`config.mk`:
```
export PLATFORM = sky130hd
export DESIGN_NAME = single_wire_bus_master
export DESIGN_NICKNAME = d
export VERILOG_FILES = /design/src/rtl/core/swb_pkg.sv /design/src/rtl/core/single_wire_bus_master.sv /design/src/rtl/core/swb_step.sv
export SDC_FILE = /design/constraint.sdc
export NUM_CORES = 1
export LEC_CHECK = 0
export ABC_AREA = 1
export BUFFER_PORTS_ARGS = -buffer_cell sky130_fd_sc_hd__buf_2
export CORE_ASPECT_RATIO = 0.9
export CORE_MARGIN = 1
export CORE_UTILIZATION = 64
export CTS_CLUSTER_DIAMETER = 80
export DETAILED_ROUTE_END_ITERATION = 7
export PLACE_DENSITY_LB_ADDON = 0.12
export SLEW_MARGIN = 25
export SYNTH_ARGS = -nofsm -noshare
export SYNTH_HDL_FRONTEND = slang
export SYNTH_SLANG_ARGS = --single-unit
```
`constraint.sdc`:
```
create_clock -name clk -period 8.8 [get_ports clk]
set_input_delay 0.44 -clock clk [delete_from_list [all_inputs] [get_ports clk]]
set_output_delay 0.44 -clock clk [all_outputs]
set_load 0.02 [all_outputs]
```
`src/rtl/core/swb_pkg.sv`:
```
// ----------------------------------------------------------------------------
// swb_pkg: shared types and constants of the single-wire bus master
// Holds the command codes, the phase encoding, the slot timing constants in
// microsecond ticks, and the structs passed between the step logic and the top.
// ----------------------------------------------------------------------------
package swb_pkg;

	// Command codes carried in the cmd field.
	typedef enum logic [2:0] {
		CMD_TICK  = 3'd0,
		CMD_DISC  = 3'd1,
		CMD_SS    = 3'd2,
		CMD_WRITE = 3'd3,
		CMD_READ  = 3'd4
	} cmd_t;

	// Bus operation phases.
	typedef enum logic [3:0] {
		PH_IDLE = 4'd0,
		PH_DISC = 4'd1,
		PH_SS   = 4'd2,
		PH_WBIT = 4'd3,
		PH_WACK = 4'd4,
		PH_RBIT = 4'd5,
		PH_RACK = 4'd6
	} phase_t;

	typedef logic [9:0] tick_t;

	// Discovery reset timing.
	localparam tick_t DISC_TOTAL     = 10'd744;
	localparam tick_t DISC_SAMPLE    = 10'd723;
	localparam tick_t DISC_LOW_BEGIN = 10'd200;
	localparam tick_t DISC_LOW_END   = 10'd700;
	localparam tick_t DISC_PULSE     = 10'd720;

	// Start/stop release time, high-speed and standard.
	localparam tick_t SS_TOTAL_HS  = 10'd200;
	localparam tick_t SS_TOTAL_STD = 10'd650;

	// Bit slot timing, high-speed and standard.
	localparam tick_t ONE_LOW_HS   = 10'd1;
	localparam tick_t ONE_LOW_STD  = 10'd4;
	localparam tick_t ZERO_LOW_HS  = 10'd10;
	localparam tick_t ZERO_LOW_STD = 10'd24;
	localparam tick_t BIT_TOTAL_HS  = 10'd15;
	localparam tick_t BIT_TOTAL_STD = 10'd45;
	localparam tick_t RD_SAMPLE_HS  = 10'd2;
	localparam tick_t RD_SAMPLE_STD = 10'd6;
	localparam tick_t RD_TOTAL_HS   = 10'd11;
	localparam tick_t RD_TOTAL_STD  = 10'd40;

	localparam logic [3:0] BITS_PER_BYTE = 4'd8;

	// Bus master state carried from item to item.
	typedef struct packed {
		phase_t     phase;
		tick_t      tick_count;
		logic [3:0] bit_index;
		logic [7:0] shift_reg;
		logic       nack_flag;
		logic       sampled_ack;
		logic       speed_mode;
		logic [7:0] last_read;
	} state_t;

	localparam state_t STATE_RESET = '{
		phase:       PH_IDLE,
		tick_count:  '0,
		bit_index:   '0,
		shift_reg:   '0,
		nack_flag:   1'b0,
		sampled_ack: 1'b0,
		speed_mode:  1'b0,
		last_read:   '0
	};

	// One input word, unpacked.
	typedef struct packed {
		logic [2:0] cmd;
		logic [7:0] data_byte;
		logic       end_read;
		logic       line_level;
	} item_t;

	// One result word, unpacked.
	typedef struct packed {
		logic       drive_low;
		logic       busy_res;
		logic       done_res;
		logic       ack_seen;
		logic [7:0] read_data;
		logic       rejected;
	} result_t;

endpackage

```
`src/rtl/core/single_wire_bus_master.sv`:
```
// ----------------------------------------------------------------------------
// single_wire_bus_master: master for a single-wire open-drain EEPROM bus
// Each input word is one microsecond of bus time, either a tick or a command.
// The block returns one result word per input word with the line drive and
// operation status.
// ----------------------------------------------------------------------------
//  channel   | direction | tdata fields (low bit first)
//  s_axis    | in        | cmd[2:0] data_byte[10:3] end_read[11] line_level[12]
//  m_axis    | out       | drive_low[0] busy_res[1] done_res[2] ack_seen[3]
//            |           | read_data[11:4] rejected[12]
//  cfg       | in        | speed_mode, written when cfg_wen is high
//
// One word is accepted per clock while s_axis_tready is high; it is held in
// the input register, and its result is loaded into the output register, from which it is taken on m_axis.
// The bus state is updated by the combinational step logic, so the input
// register and the result register are the only registers on the path.
// A stall on m_axis holds the result register; once the input register also
// holds a word, that word is held and s_axis_tready is deasserted.
// Reset clears the bus state to idle and selects high-speed.
// ----------------------------------------------------------------------------
module single_wire_bus_master (
	input  logic        clk,
	input  logic        arst_n,
	// cmd[2:0], data_byte[10:3], end_read[11], line_level[12], zero pad
	input  logic [15:0] s_axis_tdata,
	input  logic        s_axis_tvalid,
	output logic        s_axis_tready,
	// drive_low[0], busy_res[1], done_res[2], ack_seen[3], read_data[11:4],
	// rejected[12], zero pad
	output logic [15:0] m_axis_tdata,
	output logic        m_axis_tvalid,
	input  logic        m_axis_tready,
	input  logic        cfg_wen,
	input  logic        cfg_wdata
);

	logic              valid_s1;
	swb_pkg::item_t    item_s1;
	logic              out_valid_q;
	swb_pkg::result_t  res_q;
	swb_pkg::state_t   st_q;
	swb_pkg::state_t   st_next;
	swb_pkg::result_t  res_next;
	logic              advance;

	// The pipeline moves when the output register is free or being taken.
	assign advance       = !out_valid_q || m_axis_tready;
	assign s_axis_tready = !valid_s1 || advance;

	// Input register.
	always_ff @(posedge clk or negedge arst_n) begin
		if (!arst_n) begin
			valid_s1 <= 1'b0;
		end else if (s_axis_tready) begin
			valid_s1 <= s_axis_tvalid;
		end
	end

	always_ff @(posedge clk) begin
		if (s_axis_tvalid && s_axis_tready) begin
			item_s1.cmd        <= s_axis_tdata[2:0];
			item_s1.data_byte  <= s_axis_tdata[10:3];
			item_s1.end_read   <= s_axis_tdata[11];
			item_s1.line_level <= s_axis_tdata[12];
		end
	end

	swb_step u_step (
		.st   (st_q),
		.item (item_s1),
		.nxt  (st_next),
		.res  (res_next)
	);

	// Bus state and speed register.
	always_ff @(posedge clk or negedge arst_n) begin
		if (!arst_n) begin
			st_q <= swb_pkg::STATE_RESET;
		end else if (cfg_wen) begin
			st_q.speed_mode <= cfg_wdata;
		end else if (advance && valid_s1) begin
			st_q <= st_next;
		end
	end

	// Result register.
	always_ff @(posedge clk or negedge arst_n) begin
		if (!arst_n) begin
			out_valid_q <= 1'b0;
		end else if (advance) begin
			out_valid_q <= valid_s1;
		end
	end

	always_ff @(posedge clk) begin
		if (advance && valid_s1) begin
			res_q <= res_next;
		end
	end

	assign m_axis_tvalid = out_valid_q;
	assign m_axis_tdata  = {3'b000, res_q.rejected, res_q.read_data, res_q.ack_seen,
	                        res_q.done_res, res_q.busy_res, res_q.drive_low};

	// A finished operation never reports itself still busy.
	a_done_not_busy: assert property (@(posedge clk) disable iff (!arst_n)
		out_valid_q |-> !(res_q.done_res && res_q.busy_res))
		else $error("done and busy in the same result");

	// A rejected command arrives only while an operation runs.
	a_reject_busy: assert property (@(posedge clk) disable iff (!arst_n)
		(out_valid_q && res_q.rejected) |-> (res_q.busy_res || res_q.done_res))
		else $error("command rejected while idle");

	// Idle state leaves the slot counters cleared.
	a_idle_clear: assert property (@(posedge clk) disable iff (!arst_n)
		(st_q.phase == swb_pkg::PH_IDLE) |-> (st_q.tick_count == '0 && st_q.bit_index == '0))
		else $error("counters not cleared in idle");

	// The bit counter never passes one byte.
	a_bit_range: assert property (@(posedge clk) disable iff (!arst_n)
		st_q.bit_index <= swb_pkg::BITS_PER_BYTE)
		else $error("bit index out of range");

endmodule

```
`src/rtl/core/swb_step.sv`:
```
// ----------------------------------------------------------------------------
// swb_step: one-microsecond step of the bus master
// Combinational next-state and result logic for one input word: command
// start or rejection, slot timing, line drive, sampling and phase advance.
// ----------------------------------------------------------------------------
module swb_step (
	input  swb_pkg::state_t  st,
	input  swb_pkg::item_t   item,
	output swb_pkg::state_t  nxt,
	output swb_pkg::result_t res
);

	always_comb begin
		swb_pkg::state_t s;
		logic            is_cmd;
		logic            rej;
		logic            done;
		logic            drv;
		logic            has_samp;
		logic            bit_one;
		swb_pkg::tick_t  t;
		swb_pkg::tick_t  low;
		swb_pkg::tick_t  total;
		swb_pkg::tick_t  samp;
		logic [10:0]     t_inc;

		s        = st;
		rej      = 1'b0;
		done     = 1'b0;
		drv      = 1'b0;
		has_samp = 1'b0;
		bit_one  = 1'b0;
		low      = '0;
		total    = 10'd1;
		samp     = '0;

		// Start a command when idle, reject it otherwise.
		is_cmd = item.cmd inside {[swb_pkg::CMD_DISC : swb_pkg::CMD_READ]};
		if (is_cmd) begin
			if (s.phase != swb_pkg::PH_IDLE) begin
				rej = 1'b1;
			end else begin
				s.tick_count = '0;
				s.bit_index  = '0;
				case (swb_pkg::cmd_t'(item.cmd))
					swb_pkg::CMD_DISC: begin
						s.phase = swb_pkg::PH_DISC;
					end
					swb_pkg::CMD_SS: begin
						s.phase = swb_pkg::PH_SS;
					end
					swb_pkg::CMD_WRITE: begin
						s.shift_reg = item.data_byte;
						s.phase     = swb_pkg::PH_WBIT;
					end
					default: begin
						s.shift_reg = '0;
						s.nack_flag = item.end_read;
						s.phase     = swb_pkg::PH_RBIT;
					end
				endcase
			end
		end

		t     = s.tick_count;
		t_inc = {1'b0, t} + 11'd1;

		// Slot shape for the current phase and speed.
		case (s.phase)
			swb_pkg::PH_DISC: begin
				total    = swb_pkg::DISC_TOTAL;
				samp     = swb_pkg::DISC_SAMPLE;
				has_samp = 1'b1;
			end
			swb_pkg::PH_SS: begin
				total = s.speed_mode ? swb_pkg::SS_TOTAL_STD : swb_pkg::SS_TOTAL_HS;
			end
			swb_pkg::PH_WBIT, swb_pkg::PH_RACK: begin
				bit_one = (s.phase == swb_pkg::PH_WBIT) ? s.shift_reg[7] : s.nack_flag;
				if (bit_one) begin
					low = s.speed_mode ? swb_pkg::ONE_LOW_STD : swb_pkg::ONE_LOW_HS;
				end else begin
					low = s.speed_mode ? swb_pkg::ZERO_LOW_STD : swb_pkg::ZERO_LOW_HS;
				end
				total = s.speed_mode ? swb_pkg::BIT_TOTAL_STD : swb_pkg::BIT_TOTAL_HS;
			end
			swb_pkg::PH_WACK, swb_pkg::PH_RBIT: begin
				low      = s.speed_mode ? swb_pkg::ONE_LOW_STD : swb_pkg::ONE_LOW_HS;
				samp     = s.speed_mode ? swb_pkg::RD_SAMPLE_STD : swb_pkg::RD_SAMPLE_HS;
				total    = s.speed_mode ? swb_pkg::RD_TOTAL_STD : swb_pkg::RD_TOTAL_HS;
				has_samp = 1'b1;
			end
			default: begin
				total = 10'd1;
			end
		endcase

		if (s.phase != swb_pkg::PH_IDLE) begin
			// Line drive for this microsecond.
			if (s.phase == swb_pkg::PH_DISC) begin
				drv = (t >= swb_pkg::DISC_LOW_BEGIN && t < swb_pkg::DISC_LOW_END) ||
				      (t == swb_pkg::DISC_PULSE);
			end else begin
				drv = (t < low);
			end

			// Sample the line: data bits shift in, others record an acknowledge.
			if (has_samp && t == samp) begin
				if (s.phase == swb_pkg::PH_RBIT) begin
					s.shift_reg = {s.shift_reg[6:0], item.line_level};
				end else begin
					s.sampled_ack = ~item.line_level;
				end
			end

			// End of slot: advance bit, phase, or finish the operation.
			t = t_inc[9:0];
			if (t >= total) begin
				t = '0;
				case (s.phase)
					swb_pkg::PH_DISC: begin
						s.speed_mode = 1'b0;
						done         = 1'b1;
					end
					swb_pkg::PH_SS, swb_pkg::PH_WACK: begin
						done = 1'b1;
					end
					swb_pkg::PH_WBIT: begin
						s.shift_reg = {s.shift_reg[6:0], 1'b0};
						s.bit_index = s.bit_index + 4'd1;
						if (s.bit_index >= swb_pkg::BITS_PER_BYTE) begin
							s.phase = swb_pkg::PH_WACK;
						end
					end
					swb_pkg::PH_RBIT: begin
						s.bit_index = s.bit_index + 4'd1;
						if (s.bit_index >= swb_pkg::BITS_PER_BYTE) begin
							s.phase = swb_pkg::PH_RACK;
						end
					end
					default: begin
						s.last_read = s.shift_reg;
						done        = 1'b1;
					end
				endcase
				if (done) begin
					s.phase     = swb_pkg::PH_IDLE;
					s.bit_index = '0;
				end
			end
			s.tick_count = t;
		end

		nxt           = s;
		res.drive_low = drv;
		res.busy_res  = (s.phase != swb_pkg::PH_IDLE);
		res.done_res  = done;
		res.ack_seen  = s.sampled_ack;
		res.read_data = s.last_read;
		res.rejected  = rej;
	end

endmodule
```
==> run metrics <==
number of enable-type register cells in the synthesized netlist 26; beginning of the worst register-to-register path item_s1[11]; total negative slack 0 ns; pin count of the biggest net entering global routing 50; remaining routing DRC violations 0; total setup buffers inserted after CTS 0; worst min-delay path category in2async; worst-path cell with the longest stage delay sky130_fd_sc_hd__edfxtp_1; worst path required time 8.90 ns; Tightest Pin Transition 0.821 ns; synth-to-layout area growth 9.13%; fraction of layout instances using a drive strength above 1 0.156; startpoint kind of the worst setup timing path flip-flop; Critical Path Sink Type flip-flop; Most used DFF post-synth sky130_fd_sc_hd__dfrtp_1; most common cell after layout, fill and taps aside sky130_fd_sc_hd__nand2_1; buffer depth of the longest clock path 2; fmax roughly 240 MHz; number of top-level pins 40; cell mode on critical path sky130_fd_sc_hd__nand2_1; post-layout total power 0.00163 W; number of register bits inferred by synthesis 65; fin crit period 4.20 ns; detailed-route vias per instance around 5.4; count of input and output buffers 33; Worst slew margin 0.449; Area after DPL 0.00440 sq mm; htree depth 3; Final HPWL DP between 6 and 7 mm; post-synthesis instance area 0.00419 sq mm; Sinks on Clock Net 65; Hold-fix buffers, CTS 0; chip width ~87 um; antenna violations before repair 0; final hold violation count 0; Iteration-0 DRC Markers 211; antenna cells 0; number of maximum-capacitance constraint violations 0; via count of the first global-routing pass 3,507; delay of the slowest cell on the worst path 0.43 ns; CORE AREA 0.00622 sq mm; Avg Inst Size Synth 7.46 sq um; clock tree from TritonCTS built; routed vias around 3,700; number of distinct library cells after synthesis 39; DIE AREA between 0.006 and 0.007 sq mm; per-cell routed wire length 13.5 um; outcome finished, final reports clean; share of async-settable or async-resettable flops after synthesis 0.600; Final Instance Area 0.00458 sq mm; post-detailed-route count of antenna-violating nets 0; highest-count cells in the layout ignoring fill and taps 170 x sky130_fd_sc_hd__nand2_1, 70 x sky130_fd_sc_hd__inv_1, 54 x sky130_fd_sc_hd__nand3_1, 39 x sky130_fd_sc_hd__dfrtp_1, 32 x sky130_fd_sc_hd__buf_2; Clk Latency, worst-skew pair 0.35 ns; leakage dissipation 2.36 nW; largest area contributor in the netlist sky130_fd_sc_hd__dfrtp_1; die boundary height 78.8 um; wire length of the first global-routing pass between 15 and 20 mm; Congestion Overflow GR 0; worst-case vdd ir drop 243 uV; synthesis warning total 0; net total in the final layout 629; critical path fanouts, max 28; Clock Root Buffer sky130_fd_sc_hd__clkbuf_8; worst setup path start item_s1[11]; layout filler cell count around 530; area share of the leading cell type in the synthesized netlist 0.233; post-synthesis sequential area ratio 0.419; worst hold slack after final layout about 0.067 ns; drt total wl approximately 9.2 mm; Finished Core Util 0.736; setup repair after global routing missed its margin false; crit share post-route 0.478; data arrival time of the critical path about 4.3 ns; Fin Clk Skew 0.00515 ns; final number of setup-violating endpoints 0; power per unit of standard cell area approximately 360 mW/mm^2; overall global routing resource usage 0.302; Max Transition Viols Final 0; clock-pin transition on the worst setup and hold timing paths 0.07 ns; critical path class reg2reg; Mapped Cells 562; First-pass DRT Iterations 5; Num CTS Buffers 9; Resized Gates After CTS 0; Area contributors post-synth sky130_fd_sc_hd__dfrtp_1 23%, sky130_fd_sc_hd__edfxtp_1 19%, sky130_fd_sc_hd__nand2_1 15%; standard-cell rows 27; Initial Util 0.675; final weighted congestion of routability-driven global placement 0.937
-- critical path, delay by kind of cell (launching register included) --
kind,cells,cell delay [ns]
AOI/OAI and AO/OA,3,0.48
DFF,1,0.43
buffers and inverters,2,0.41
and+or+nand+nor,21,2.34
adders and majority gates,1,0.28
-- Yosys cell counts, types with 4 or more instances --
cell                       count
sky130_fd_sc_hd__clkbuf_1      9
sky130_fd_sc_hd__nor3_1        5
sky130_fd_sc_hd__buf_4         4
sky130_fd_sc_hd__a21oi_1      10
sky130_fd_sc_hd__dfrtp_1      39
sky130_fd_sc_hd__nand2_1     170
sky130_fd_sc_hd__nand3_1      54
sky130_fd_sc_hd__nand2_2      12
sky130_fd_sc_hd__inv_2        13
sky130_fd_sc_hd__o21ai_1      19
sky130_fd_sc_hd__edfxtp_1     26
sky130_fd_sc_hd__and2_1        7
sky130_fd_sc_hd__nor2_1       26
sky130_fd_sc_hd__xor2_1        5
sky130_fd_sc_hd__nand4_1      15
sky130_fd_sc_hd__inv_1        70
sky130_fd_sc_hd__o21ai_0      28
sky130_fd_sc_hd__ha_1         15
sky130_fd_sc_hd__nor2_2        6
-- layout make-up --
class	instances	area (sq um)	share of cell area
Multi-Input combinational cell	398	2040	0.446
Clock inverter	5	47.5	0.0104
Sequential cell	65	1760	0.384
Inverter	84	315	0.0689
Timing Repair Buffer	34	175	0.0383
Clock buffer	11	131	0.0287
Tap cell	87	109	0.0238
-- power by group --
group / total, W / switching (W) / leakage, nW / internal [W]
logic: 0.000924 / 0.000652 / 1.49 / 0.000272
registers: 0.000464 / 0.0000416 / 0.774 / 0.000422
clock network: 0.000241 / 0.000113 / 0.0922 / 0.000128
-- stage by stage --
stage / instances / setup WS, ns
5_1_grt: 684 / 4.10
3_3_place_gp: 668 / 4.72
2_1_floorplan: 564 / 5.59
3_5_place_dp: 668 / 4.64
6_report: 684 / 4.60
4_1_cts: 684 / 4.63
-- sequential cells by signal, summed over array words and instances, names as in the netlist --
| signal | flops |
|---|---|
| m_axis_tdata | 13 |
| item_s1 | 13 |
| st_q | 37 |
| m_axis_tvalid | 1 |
| valid_s1 | 1 |
-- cells by family after synthesis --
| family | share of synthesized area |
|---|---|
| AOI/OAI and AO/OA | 0.0904 |
| and+or+nand+nor | 0.338 |
| xor gates and xnor gates | 0.0104 |
| DFF | 0.419 |
| buffers and inverters | 0.0967 |
| other | 0.000894 |
| adders and majority gates | 0.0447 |
-- final timing paths --
| kind | cells past startpoint | endpoint | slack [ns] |
|---|---|---|---|
| max | 27 | m_axis_tdata[1] | 4.60 |
| min | 1 | st_q[27] | 0.07 |
| max reg2reg | 27 | m_axis_tdata[1] | 4.60 |
| min reg2reg | 2 | st_q[22] | 0.48 |
| max in group asynchronous | 1 | st_q[20] | 8.37 |
| min in group clk | 1 | item_s1[2] | 0.26 |
-- layer usage --
metal,global-route usage,up-vias,wire (um)
met4,0.131,0,231
met3,0.0707,25,595
li1,-,1877,-
met5,0,-,0
met2,0.481,143,4130
met1,0.393,1624,4270
Power figures use the tool's default switching activity.
